<file path="config.mk">
export PLATFORM = sky130hd
export DESIGN_NAME = random_smooth_intensity_generator
export DESIGN_NICKNAME = d
export VERILOG_FILES = /design/src/hdl/rsig_pkg.sv /design/src/hdl/random_smooth_intensity_generator.sv
export SDC_FILE = /design/constraint.sdc
export NUM_CORES = 2
export LEC_CHECK = 0
export BUFFER_PORTS_ARGS = -buffer_cell sky130_fd_sc_hd__buf_2
export CELL_PAD_IN_SITES_DETAIL_PLACEMENT = 0
export CELL_PAD_IN_SITES_GLOBAL_PLACEMENT = 2
export CORE_MARGIN = 10
export CORE_UTILIZATION = 25
export CTS_CLUSTER_DIAMETER = 40
export DETAILED_ROUTE_END_ITERATION = 16
export PLACE_DENSITY = 0.65
export SYNTH_ARGS = -nofsm -noshare
export SYNTH_HDL_FRONTEND = slang
export SYNTH_SLANG_ARGS = --single-unit
</file>
<file path="constraint.sdc">
create_clock -name aclk -period 25.8 [get_ports aclk]
set_clock_uncertainty 0.1 [all_clocks]
set_input_delay 5.16 -clock aclk [delete_from_list [all_inputs] [get_ports aclk]]
set_output_delay 5.16 -clock aclk [all_outputs]
set_load 0.1 [all_outputs]
</file>
<file path="src/hdl/rsig_pkg.sv">
// Package for the random smooth intensity generator: widths, constants,
// register indexes, sequencer states and small arithmetic helpers.
// No dependencies.
package rsig_pkg;

    // Field and datapath widths
    localparam int unsigned NUM_POINTS = 4;
    localparam int unsigned LVL_W      = 16;
    localparam int unsigned TIME_W     = 16;
    localparam int unsigned ACC_W      = 32;
    localparam int unsigned CFG_IDX_W  = 3;
    localparam int unsigned CFG_DATA_W = 16;
    localparam int unsigned PAIR_W     = 17;
    localparam int unsigned SUM_W      = 19;
    localparam int unsigned QUO_W      = 18;
    localparam int unsigned MUL_A_W    = 32;
    localparam int unsigned MUL_B_W    = 19;
    localparam int unsigned PROD_W     = MUL_A_W + MUL_B_W;
    localparam int unsigned CNT_W      = 5;

    // Intensity constants, Q2.14
    localparam logic [LVL_W-1:0] ONE_Q14    = 16'd16384;
    localparam logic [LVL_W-1:0] FULL_SCALE = 16'hFFFF;

    // floor(2^21 / 7): reciprocal for dividing the point sum by seven
    localparam logic [MUL_B_W-1:0] RECIP7       = 19'd299593;
    localparam int unsigned        RECIP7_SHIFT = 21;

    // Register reset values
    localparam logic [LVL_W-1:0]  RST_INTENSITY_MIN   = 16'd0;
    localparam logic [LVL_W-1:0]  RST_INTENSITY_MAX   = 16'd16384;
    localparam logic [TIME_W-1:0] RST_PERIOD_MIN      = 16'd1000;
    localparam logic [TIME_W-1:0] RST_PERIOD_MAX      = 16'd5000;
    localparam logic [LVL_W-1:0]  RST_INTENSITY_START = 16'd16384;

    // Configuration register indexes
    typedef enum logic [CFG_IDX_W-1:0] {
        CFG_GEN_ENABLE      = 3'd0,
        CFG_INTENSITY_MIN   = 3'd1,
        CFG_INTENSITY_MAX   = 3'd2,
        CFG_PERIOD_MIN      = 3'd3,
        CFG_PERIOD_MAX      = 3'd4,
        CFG_INTENSITY_START = 3'd5
    } cfg_idx_t;

    // Sequencer states, one-hot
    typedef enum logic [11:0] {
        ST_IDLE  = 12'b0000_0000_0001,
        ST_ACCUM = 12'b0000_0000_0010,
        ST_LEVEL = 12'b0000_0000_0100,
        ST_SUM   = 12'b0000_0000_1000,
        ST_RECIP = 12'b0000_0001_0000,
        ST_DIV7  = 12'b0000_0010_0000,
        ST_BLEND = 12'b0000_0100_0000,
        ST_MULT  = 12'b0000_1000_0000,
        ST_CHECK = 12'b0001_0000_0000,
        ST_DIV   = 12'b0010_0000_0000,
        ST_FIN   = 12'b0100_0000_0000,
        ST_OUT   = 12'b1000_0000_0000
    } state_t;

    // Distance between two 16-bit limits
    function automatic logic [LVL_W-1:0] span16(input logic [LVL_W-1:0] lo,
                                                 input logic [LVL_W-1:0] hi);
        return (hi >= lo) ? (hi - lo) : (lo - hi);
    endfunction

    // floor(p / 65535) for p below 65535 * 65536
    function automatic logic [LVL_W-1:0] div_full_scale(input logic [31:0] p);
        logic [32:0] t;
        t = {1'b0, p} + 33'(p[31:16]) + 33'd1;
        return t[31:16];
    endfunction

    // Random draw from lo toward hi, given the product r * |hi - lo|
    function automatic logic [LVL_W-1:0] draw_between(input logic [LVL_W-1:0] lo,
                                                       input logic [LVL_W-1:0] hi,
                                                       input logic [31:0] prod);
        logic [LVL_W-1:0] q;
        q = div_full_scale(prod);
        return (hi >= lo) ? (lo + q) : (lo - q);
    endfunction

endpackage

</file>
<file path="src/hdl/random_smooth_intensity_generator.sv">
// Random smooth intensity generator, top level.
// Depends on rsig_pkg. Holds the sequencer, the shared multiplier and the
// shift-subtract divider.
//
// Each accepted tick yields one intensity: ONE_Q14 when disabled, else a
// smoothed value, posted once the output register is free. When a segment
// ends, a new control point and period are drawn first. A zero period skips
// the multiply and the division; a blend far out of range skips the division.
// The blend uses the 18-step restoring divider for time * (b - a) / period
// and the single shared 32x19 multiplier, which the random draws, the
// divide-by-seven and the blend product take in turn.
// A new tick is taken only when the sequencer is idle, which it re-enters as
// it posts the previous result; a finished result waits in the output register
// without holding up the next tick.
module random_smooth_intensity_generator (
    input  logic                            aclk,
    input  logic                            aresetn,
    input  logic                            cfg_we,
    input  logic [rsig_pkg::CFG_IDX_W-1:0]  cfg_addr,
    input  logic [rsig_pkg::CFG_DATA_W-1:0] cfg_wdata,
    input  logic                            s_valid,
    output logic                            s_ready,
    input  logic [rsig_pkg::TIME_W-1:0]     s_elapsed_ms,
    input  logic [rsig_pkg::LVL_W-1:0]      s_random_word,
    output logic                            m_valid,
    input  logic                            m_ready,
    output logic [rsig_pkg::LVL_W-1:0]      m_intensity
);
    import rsig_pkg::*;

    // Control and architectural state
    state_t             state_reg, state_next;
    logic               m_valid_reg, m_valid_next;
    logic               gen_enable_reg, gen_enable_next;
    logic [LVL_W-1:0]   imin_reg, imin_next;
    logic [LVL_W-1:0]   imax_reg, imax_next;
    logic [TIME_W-1:0]  pmin_reg, pmin_next;
    logic [TIME_W-1:0]  pmax_reg, pmax_next;
    logic [LVL_W-1:0]   pt_reg [NUM_POINTS];
    logic [LVL_W-1:0]   pt_next [NUM_POINTS];
    logic [ACC_W-1:0]   acc_reg, acc_next;
    logic [TIME_W-1:0]  period_reg, period_next;
    logic [CNT_W-1:0]   cnt_reg, cnt_next;

    // Datapath payload
    logic [TIME_W-1:0]  dt_reg, dt_next;
    logic [LVL_W-1:0]   r_reg, r_next;
    logic [PROD_W-1:0]  prod_reg, prod_next;
    logic [LVL_W-1:0]   level_reg, level_next;
    logic [SUM_W-1:0]   sum_reg, sum_next;
    logic [PAIR_W-1:0]  a_reg, a_next;
    logic [PAIR_W-1:0]  diff_reg, diff_next;
    logic               neg_reg, neg_next;
    logic [LVL_W-1:0]   rem_reg, rem_next;
    logic [QUO_W-1:0]   qsh_reg, qsh_next;
    logic [LVL_W-1:0]   res_reg, res_next;
    logic [LVL_W-1:0]   m_intensity_reg, m_intensity_next;

    // Shared multiplier operands
    logic [MUL_A_W-1:0] mul_a;
    logic [MUL_B_W-1:0] mul_b;

    // Combinational helpers
    logic [ACC_W:0]     acc_sum;
    logic [ACC_W-1:0]   acc_sat;
    logic [17:0]        pts3;
    logic [16:0]        q7_est;
    logic [SUM_W:0]     rem7;
    logic [PAIR_W-1:0]  pair_a;
    logic [PAIR_W-1:0]  pair_b;
    logic [32:0]        prod_hi;
    logic [LVL_W:0]     rem_shift;
    logic [LVL_W:0]     rem_sub;
    logic               rem_ge;
    logic [SUM_W-1:0]   blend_pos;
    logic [QUO_W-1:0]   blend_neg;

    assign s_ready     = (state_reg == ST_IDLE);
    assign m_valid     = m_valid_reg;
    assign m_intensity = m_intensity_reg;

    // Saturating time accumulation
    assign acc_sum = {1'b0, acc_reg} + (ACC_W + 1)'(dt_reg);
    assign acc_sat = acc_sum[ACC_W] ? {ACC_W{1'b1}} : acc_sum[ACC_W-1:0];

    // Weighted sum pieces and divide-by-seven correction
    assign pts3   = 18'(pt_reg[1]) + 18'(pt_reg[2]) + 18'(pt_reg[3]);
    assign q7_est = prod_reg[RECIP7_SHIFT+16:RECIP7_SHIFT];
    assign rem7   = {1'b0, sum_reg} - ((SUM_W + 1)'({q7_est, 3'b000}) -
                                       (SUM_W + 1)'(q7_est));

    // Blend end points
    assign pair_a = PAIR_W'(pt_reg[0]) + PAIR_W'(pt_reg[1]);
    assign pair_b = PAIR_W'(pt_reg[2]) + PAIR_W'(pt_reg[3]);

    // Divider range check and one restoring step
    assign prod_hi   = prod_reg[PROD_W-1:QUO_W];
    assign rem_shift = {rem_reg, qsh_reg[QUO_W-1]};
    assign rem_ge    = rem_shift >= {1'b0, period_reg};
    assign rem_sub   = rem_shift - {1'b0, period_reg};

    // Final blend from the quotient
    assign blend_pos = SUM_W'(a_reg) + SUM_W'(qsh_reg);
    assign blend_neg = QUO_W'(a_reg) - qsh_reg;

    // Select multiplier operands by step
    always_comb begin
        mul_a = '0;
        mul_b = '0;
        unique case (state_reg)
            ST_ACCUM: begin
                mul_a = MUL_A_W'(r_reg);
                mul_b = MUL_B_W'(span16(imin_reg, imax_reg));
            end
            ST_LEVEL: begin
                mul_a = MUL_A_W'(r_reg);
                mul_b = MUL_B_W'(span16(pmin_reg, pmax_reg));
            end
            ST_RECIP: begin
                mul_a = MUL_A_W'(sum_reg);
                mul_b = RECIP7;
            end
            ST_MULT: begin
                mul_a = acc_reg;
                mul_b = MUL_B_W'(diff_reg);
            end
            default: begin
                mul_a = '0;
                mul_b = '0;
            end
        endcase
    end

    // Sequencer and datapath next state
    always_comb begin
        state_next       = state_reg;
        m_valid_next     = m_valid_reg;
        gen_enable_next  = gen_enable_reg;
        imin_next        = imin_reg;
        imax_next        = imax_reg;
        pmin_next        = pmin_reg;
        pmax_next        = pmax_reg;
        pt_next          = pt_reg;
        acc_next         = acc_reg;
        period_next      = period_reg;
        cnt_next         = cnt_reg;
        dt_next          = dt_reg;
        r_next           = r_reg;
        prod_next        = PROD_W'(mul_a) * PROD_W'(mul_b);
        level_next       = level_reg;
        sum_next         = sum_reg;
        a_next           = a_reg;
        diff_next        = diff_reg;
        neg_next         = neg_reg;
        rem_next         = rem_reg;
        qsh_next         = qsh_reg;
        res_next         = res_reg;
        m_intensity_next = m_intensity_reg;

        // Drop the result once the consumer takes it
        if (m_valid_reg && m_ready) begin
            m_valid_next = 1'b0;
        end

        unique case (state_reg)
            ST_IDLE: begin
                if (s_valid) begin
                    dt_next = s_elapsed_ms;
                    r_next  = s_random_word;
                    if (gen_enable_reg) begin
                        state_next = ST_ACCUM;
                    end else begin
                        res_next   = ONE_Q14;
                        state_next = ST_OUT;
                    end
                end
            end
            ST_ACCUM: begin
                acc_next   = acc_sat;
                state_next = (acc_sat > ACC_W'(period_reg)) ? ST_LEVEL : ST_BLEND;
            end
            ST_LEVEL: begin
                level_next = draw_between(imin_reg, imax_reg, prod_reg[31:0]);
                state_next = ST_SUM;
            end
            ST_SUM: begin
                sum_next    = {pts3, 1'b0} + SUM_W'(level_reg);
                acc_next    = acc_reg - ACC_W'(period_reg);
                period_next = draw_between(pmin_reg, pmax_reg, prod_reg[31:0]);
                state_next  = ST_RECIP;
            end
            ST_RECIP: begin
                state_next = ST_DIV7;
            end
            ST_DIV7: begin
                // Advance the ring: the new point lands at the far end
                for (int i = 0; i < NUM_POINTS - 1; i++) begin
                    pt_next[i] = pt_reg[i+1];
                end
                pt_next[NUM_POINTS-1] = q7_est[LVL_W-1:0] +
                                        LVL_W'(rem7 >= (SUM_W + 1)'(7));
                state_next = ST_BLEND;
            end
            ST_BLEND: begin
                a_next    = pair_a;
                neg_next  = pair_b < pair_a;
                diff_next = (pair_b < pair_a) ? (pair_a - pair_b) : (pair_b - pair_a);
                if (period_reg == '0) begin
                    res_next   = pair_a[PAIR_W-1:1];
                    state_next = ST_OUT;
                end else begin
                    state_next = ST_MULT;
                end
            end
            ST_MULT: begin
                state_next = ST_CHECK;
            end
            ST_CHECK: begin
                // Quotient of 2^18 or more drives the output to a rail
                if (prod_hi >= 33'(period_reg)) begin
                    res_next   = neg_reg ? '0 : FULL_SCALE;
                    state_next = ST_OUT;
                end else begin
                    rem_next   = prod_hi[LVL_W-1:0];
                    qsh_next   = prod_reg[QUO_W-1:0];
                    cnt_next   = CNT_W'(QUO_W - 1);
                    state_next = ST_DIV;
                end
            end
            ST_DIV: begin
                rem_next = rem_ge ? rem_sub[LVL_W-1:0] : rem_shift[LVL_W-1:0];
                qsh_next = {qsh_reg[QUO_W-2:0], rem_ge};
                if (cnt_reg == '0) begin
                    state_next = ST_FIN;
                end else begin
                    cnt_next = cnt_reg - CNT_W'(1);
                end
            end
            ST_FIN: begin
                if (!neg_reg) begin
                    res_next = (blend_pos[SUM_W-1:1] > QUO_W'(FULL_SCALE)) ?
                               FULL_SCALE : blend_pos[LVL_W:1];
                end else if (QUO_W'(a_reg) <= qsh_reg) begin
                    res_next = '0;
                end else begin
                    res_next = blend_neg[LVL_W:1];
                end
                state_next = ST_OUT;
            end
            ST_OUT: begin
                // Hold until the output register is free
                if (!m_valid_reg || m_ready) begin
                    m_valid_next     = 1'b1;
                    m_intensity_next = res_reg;
                    state_next       = ST_IDLE;
                end
            end
            default: begin
                state_next = ST_IDLE;
            end
        endcase

        // Configuration writes
        if (cfg_we) begin
            unique case (cfg_idx_t'(cfg_addr))
                CFG_GEN_ENABLE:    gen_enable_next = cfg_wdata[0];
                CFG_INTENSITY_MIN: imin_next       = cfg_wdata;
                CFG_INTENSITY_MAX: imax_next       = cfg_wdata;
                CFG_PERIOD_MIN:    pmin_next       = cfg_wdata;
                CFG_PERIOD_MAX:    pmax_next       = cfg_wdata;
                CFG_INTENSITY_START: begin
                    for (int i = 0; i < NUM_POINTS; i++) begin
                        pt_next[i] = cfg_wdata;
                    end
                end
                default: begin
                end
            endcase
        end
    end

    // Control and architectural registers
    always_ff @(posedge aclk) begin
        if (!aresetn) begin
            state_reg      <= ST_IDLE;
            m_valid_reg    <= 1'b0;
            gen_enable_reg <= 1'b0;
            imin_reg       <= RST_INTENSITY_MIN;
            imax_reg       <= RST_INTENSITY_MAX;
            pmin_reg       <= RST_PERIOD_MIN;
            pmax_reg       <= RST_PERIOD_MAX;
            for (int i = 0; i < NUM_POINTS; i++) begin
                pt_reg[i] <= RST_INTENSITY_START;
            end
            acc_reg        <= '0;
            period_reg     <= '0;
            cnt_reg        <= '0;
        end else begin
            state_reg      <= state_next;
            m_valid_reg    <= m_valid_next;
            gen_enable_reg <= gen_enable_next;
            imin_reg       <= imin_next;
            imax_reg       <= imax_next;
            pmin_reg       <= pmin_next;
            pmax_reg       <= pmax_next;
            pt_reg         <= pt_next;
            acc_reg        <= acc_next;
            period_reg     <= period_next;
            cnt_reg        <= cnt_next;
        end
    end

    // Payload registers
    always_ff @(posedge aclk) begin
        dt_reg          <= dt_next;
        r_reg           <= r_next;
        prod_reg        <= prod_next;
        level_reg       <= level_next;
        sum_reg         <= sum_next;
        a_reg           <= a_next;
        diff_reg        <= diff_next;
        neg_reg         <= neg_next;
        rem_reg         <= rem_next;
        qsh_reg         <= qsh_next;
        res_reg         <= res_next;
        m_intensity_reg <= m_intensity_next;
    end

`ifndef ASSERT_OFF
    // A transaction in starts a busy stretch
    a_busy_after_accept: assert property (@(posedge aclk) disable iff (!aresetn)
        s_valid && s_ready |=> !s_ready)
        else $error("input accepted on consecutive cycles");

    // The divider only runs against a nonzero period
    a_div_nonzero: assert property (@(posedge aclk) disable iff (!aresetn)
        (state_reg == ST_DIV) |-> (period_reg != '0))
        else $error("division started with zero period");

    // The partial remainder stays below the divisor
    a_rem_bound: assert property (@(posedge aclk) disable iff (!aresetn)
        (state_reg == ST_DIV) |-> (rem_reg < period_reg))
        else $error("divider remainder out of range");

    // Leaving the output step always posts a result and frees the input
    a_out_posts: assert property (@(posedge aclk) disable iff (!aresetn)
        (state_reg == ST_OUT) && (!m_valid_reg || m_ready) |=> m_valid_reg && s_ready)
        else $error("result not posted from output step");
`endif

endmodule

</file>
Word-level counts from Yosys, hierarchy flattened
Cells that the tools add are included.
{"block": "word_totals", "reg_bits": 414}
{"block": "classes", "n_eq_ne": 25, "n_mul": 1, "muxes": 40, "n_lt_le_gt_ge": 9, "addsub": 26, "reduce_logical": 21}
{"operator": "$mux W16", "count": 14}
{"operator": "$mux W64", "count": 3}
{"operator": "$pmux W12 S12", "count": 1}
{"operator": "$sub A16 B16 Y16", "count": 7}
{"operator": "$pmux W32 S3", "count": 1}
{"operator": "$pmux W19 S4", "count": 1}
{"operator": "$mux W12", "count": 6}
{"operator": "$pmux W16 S4", "count": 1}
{"operator": "$pmux W32 S2", "count": 1}
{"operator": "$add A16 B16 Y17", "count": 3}
{"operator": "$mul A32 B19 Y51", "count": 1}
{"operator": "$sub A17 B17 Y17", "count": 3}
{"operator": "$pmux W18 S2", "count": 1}
{"operator": "$add A32 B16 Y33", "count": 1}
{"operator": "$ge A33 B16 Y1", "count": 1}
{"operator": "$add A16 B16 Y16", "count": 2}
{"operator": "$add A32 B1 Y32 const B", "count": 1}
{"operator": "$add A32 B16 Y32", "count": 1}
{"operator": "$ge A16 B16 Y1", "count": 2}
{"operator": "$gt A32 B16 Y1", "count": 1}
{"operator": "$mux W32", "count": 1}
{"operator": "$pmux W16 S2", "count": 1}
{"operator": "$sub A32 B16 Y32", "count": 1}
{"operator": "$ge A20 B3 Y1 const B", "count": 1}
{"operator": "other kinds (45)", "count": 66}

Logic depth before layout (Yosys ltp)
{"block": "depth", "depth_word": 7, "ltp_mapped": 40, "mapped_depth_nobuf": 37}

Worst setup path after synthesis
OpenSTA, ideal clock, no wires.
{"block": "synth_timing", "path_kind": "flip-flop to flip-flop", "startpoint": "register pmin_reg[1]", "endpoint": "register prod_reg[49]", "t_arrival_ns": 9.007, "t_required_ns": 25.628, "synth_period_minus_slack_ns": 9.179, "stages_incl_launch_ff": 36, "path_slack_ns": 16.621, "n_path_buf": 2, "cell_sequence": "dfxtp_1 > inv_1 > fa_1 > a211oi_1 > o21ai_1 > a221oi_2 > a32o_1 > buf_2 > mux2_1 > a221oi_2 > o21ai_1 > xnor2_1 > a222oi_1 > buf_2 > nor2_1 > fa_1 > inv_1 > fa_1 > fa_1 > inv_1 > fa_1 > fa_1 > inv_1 > fa_1 > inv_1 > ha_1 > and3_1 > a31oi_1 > o21ai_0 > or3_1 > a21oi_1 > nor3b_1 > nor4b_1 > nor2_1 > a221oi_1 > xnor2_1"}
{"block": "synth_via", "elab_chain_len": 4}
{"item": "start: declaration", "line": "random_smooth_intensity_generator.sv:37", "source": "logic [TIME_W-1:0] pmin_reg, pmin_next;"}
{"item": "start signal: assignment", "line": "random_smooth_intensity_generator.sv:304", "source": "pmin_reg <= pmin_next;"}
{"item": "$sub A16 B16 Y16 / $ge A16 B16 Y1 (equally long branches)", "line": "rsig_pkg.sv:65", "source": "return (hi >= lo) ? (hi - lo) : (lo - hi);"}
{"item": "$mux W16 (*)", "line": "rsig_pkg.sv:65"}
{"item": "$pmux W19 S4 (*)", "line": "random_smooth_intensity_generator.sv:110", "source": "unique case (state_reg)"}
{"item": "$mul A32 B19 Y51 (*)", "line": "random_smooth_intensity_generator.sv:149", "source": "prod_next = PROD_W'(mul_a) * PROD_W'(mul_b);"}
{"item": "net prod_next[49]", "line": "random_smooth_intensity_generator.sv:48", "source": "logic [PROD_W-1:0] prod_reg, prod_next;"}
{"item": "end signal: assignment", "line": "random_smooth_intensity_generator.sv:317", "source": "prod_reg <= prod_next;"}
{"item": "end: declaration", "line": "random_smooth_intensity_generator.sv:48"}
Mark *: on every way through the listed nets, which the timed path passes. The rest lies on a longest branch.
A chain may end at the register's enable or synchronous reset.

Final worst setup path
Ends and elaborated chain as after synthesis.

==> flow_metrics.env <==
export IMPL_clock_sinks=414
export IMPL_dieArea_um2=222000
export IMPL_fmax_mhz=85.4
export IMPL_cts_made_buffers=85
export IMPL_met3WireLength_mm=8.92
export IMPL_synth_common_cells="inv_1 (914), nand2_1 (814), fa_1 (525)"
export IMPL_cts_tree="built"
export IMPL_async_flop_share_pct=0
export IMPL_clkTransAtPathRegs_ns=0.06
export IMPL_die_h_um=471
export IMPL_grt_max_degree=78
export IMPL_gr_total_overflow=0
export IMPL_grt_total_usage_pct=17.8
export IMPL_yosys_area_top_type_share_pct=20.7
export IMPL_cap_violations=0
export IMPL_p_switching_mw=0.650
export IMPL_min_period_ns=11.71
export IMPL_yosys_area_top_type="fa_1"
export IMPL_timing_slew_headroom_pct=13.7
export IMPL_p_leak_nw=25.4
export IMPL_netlist_instances=6020
export IMPL_place_hpwl_mm=161
export IMPL_drc=0
export IMPL_die_w_um=471
export IMPL_post_synth_top_count_cell="inv_1"
export IMPL_clk_path_buf_depth=3
export IMPL_cp_common_cell="fa_1"
export IMPL_drtAntennaViolNets=0
export IMPL_rsz0062_at_grt="false"
export IMPL_cp_max_fo=32
export IMPL_p_int_mw=1.59
export IMPL_critPathSlowestCell="a32o_1"
export IMPL_arrival_ns=12.23
export IMPL_period_share_pct=45.4
export IMPL_clk_latency_ns=0.70
export IMPL_root_buffer="clkbuf_16"
export IMPL_antenna_found_initial=13
export IMPL_power_total_mw=2.23
export IMPL_fin_nets=7122
export IMPL_synth_edff_count=168
export IMPL_area_growth_synth_to_final_pct=13.2
export IMPL_critPathLaunchType="flip-flop"
export IMPL_final_hold_viol_count=0
export IMPL_met2WireLength_mm=93.4
export IMPL_ys_types=95
export IMPL_wl_per_cell_um=23.1
export IMPL_wl_met1_mm=95.4
export IMPL_drt_iter0_markers=3309
export IMPL_core_um2=202000
export IMPL_synth_area_per_cell_um2=8.45
export IMPL_status="finished, final reports clean"
export IMPL_hp_class="flip-flop to flip-flop"
export IMPL_largest_reg_flops=64
export IMPL_wl_mm=203
export IMPL_cp_buffers_inverters=7
export IMPL_tns_ns=0
export IMPL_finalSetupViolations=0
export IMPL_grt_pass1_wl_mm=299
export IMPL_max_stage_delay_ns=0.71
export IMPL_h_tree_depth=3
export IMPL_dr_pass1_iters=5
export IMPL_yosysSeqAreaShare_pct=19.6
export IMPL_powerDensity_nw_per_um2=38.8
export IMPL_ios=74
export IMPL_via_per_inst=4.92
export IMPL_finalMaxSlewViolations=0
export IMPL_row_count=165
export IMPL_yosysWarnings=0
export IMPL_power_switching_share_pct=29.1
export IMPL_synth_area_top_cells="fa_1 (21%), ha_1 (12%), edfxtp_1 (9.9%), dfxtp_1 (9.7%), inv_1 (6.7%)"
export IMPL_ys_seq_elements=414
export IMPL_endpoint_kind="flip-flop"
export IMPL_grt_pass1_vias=43700
export IMPL_num_vias=43200
export IMPL_worst_pin_slew_ns=1.29
export IMPL_required_ns=26.31
export IMPL_crit_type="flip-flop to flip-flop"
export IMPL_final_layout_size_suffix_gt1_share_pct=6.54
export IMPL_io_buffers=73
export IMPL_p_comb_share_pct=14.0
export IMPL_cts_hold_buffers=0
export IMPL_seqPwrFrac_pct=32.6
export IMPL_cts_repair_resized=0
export IMPL_power_frac_clock_pct=53.4
export IMPL_cts_setup_buffers=0
export IMPL_synth_area_um2=50900
export IMPL_vdd_drop_max_mv=0.0413
export IMPL_place_congestion=0.893
export IMPL_critical_path_top_delay_family="adder cells"
export IMPL_start_util_pct=25.1
export IMPL_highest_layer="met5"
export IMPL_ys_flop_type="dfxtp_1"
[cell usage in the layout (no fill, tap or decap), types with 14 or more instances in the layout]
| master | n |
|---|---|
| dfxtp_1 | 246 |
| nand4b_1 | 14 |
| a221o_1 | 31 |
| o21bai_1 | 43 |
| or2_2 | 16 |
| nor3_1 | 85 |
| a31oi_1 | 72 |
| mux2i_1 | 38 |
| fa_1 | 525 |
| inv_1 | 913 |
| a21boi_0 | 15 |
| buf_2 | 73 |
| nor2_1 | 374 |
| xnor2_1 | 200 |
| clkbuf_16 | 93 |
| a21o_1 | 103 |
| nand4_1 | 40 |
| or3_1 | 29 |
| nor2b_1 | 53 |
| and2_1 | 125 |
| nor4_1 | 21 |
| a22oi_1 | 14 |
| o21ai_0 | 216 |
| ha_1 | 508 |
| and3_1 | 54 |
| o211ai_1 | 58 |
| buf_4 | 93 |
| a211oi_1 | 46 |
| a221oi_1 | 26 |
| xor2_1 | 94 |
| nand2b_1 | 48 |
| nand2_1 | 813 |
| a21oi_1 | 376 |
| edfxtp_1 | 168 |
| nand3_1 | 86 |
| o21a_1 | 53 |
| o31ai_1 | 23 |
[worst paths after layout]
kind	from	to	slack (ns)	depth (start not counted)
max	pmin_reg[1]$_SDFFE_PN0P_	prod_reg[49]$_DFF_P_	14.09	35
min	res_reg[14]$_DFFE_PP_	m_intensity[14]$_DFFE_PP_	0.32	0
max reg2reg	pmin_reg[1]$_SDFFE_PN0P_	prod_reg[49]$_DFF_P_	14.09	35
min reg2reg	res_reg[14]$_DFFE_PP_	m_intensity[14]$_DFFE_PP_	0.32	0
[power by group through the flow]
stage               clock (mW)  sequential (mW)  combinational [mW]
floorplan                    0            0.738               0.205
global placement             0            0.742               0.312
detailed placement           0            0.741               0.311
CTS                       1.22            0.729               0.313
global route              1.24            0.730               0.342
finish                    1.19            0.729               0.314
[stage by stage]
| step | instance area (um^2) | setup WS, ns | cells | hold slack (ns) | util [%] |
|---|---|---|---|---|---|
| 2_1_floorplan | 50900 | 16.62 | 6032 | 0.300 | - |
| 3_3_place_gp | 54500 | 14.26 | 8618 | 0.303 | 26.9 |
| 3_5_place_dp | 54500 | 14.12 | 8618 | 0.309 | 26.9 |
| 4_1_cts | 57600 | 14.06 | 8776 | 0.321 | 28.5 |
| 5_1_grt | 57600 | 13.46 | 8778 | 0.335 | 28.5 |
| 6_report | 57600 | 14.09 | 8779 | 0.318 | 28.5 |
[layout make-up]
class                           instances  area (um^2)
Inverter                              919         3450
Multi-Input combinational cell       4447        36600
Clock buffer                          102         2410
Timing Repair Buffer                  166         1060
Antenna cell                            3         7.51
Tap cell                             2672         3340
Clock inverter                         56          682
Sequential cell                       414         9970
Fill cell                           21700       145000
[worst register-to-register path: cells and delay by family (launching register included)]
family / cells / cell delay, ns
fa+ha+maj: 8 / 4.00
compound gates: 12 / 3.65
simple gates: 5 / 1.44
buf+inv: 7 / 1.29
flops: 1 / 0.49
mux: 1 / 0.38
xor+xnor: 2 / 0.29
[routing by layer]
| metal | up-vias | GRT usage, % |
|---|---|---|
| met1 | 21700 | 24.8 |
| met3 | 250 | 2.09 |
| met2 | 1069 | 29.3 |
| met5 | - | 0 |
| li1 | 20100 | - |
| met4 | 8 | 4.37 |
[cells by family (layout without fill, tap and decap cells)]
| logic type | after synthesis | after routing | synth area share [%] |
|---|---|---|---|
| AOI/OAI and AO/OA | 1252 | 1252 | 16.3 |
| DFF | 414 | 414 | 19.6 |
| other | 1 | 16 | 0.00737 |
| and+or+nand+nor | 1808 | 1808 | 16.2 |
| buffers and inverters | 1171 | 1243 | 8.74 |
| xor gates and xnor gates | 295 | 295 | 5.11 |
| muxes | 46 | 46 | 0.925 |
| adders and majority gates | 1033 | 1033 | 33.2 |
(Power assumes the default switching activity.)
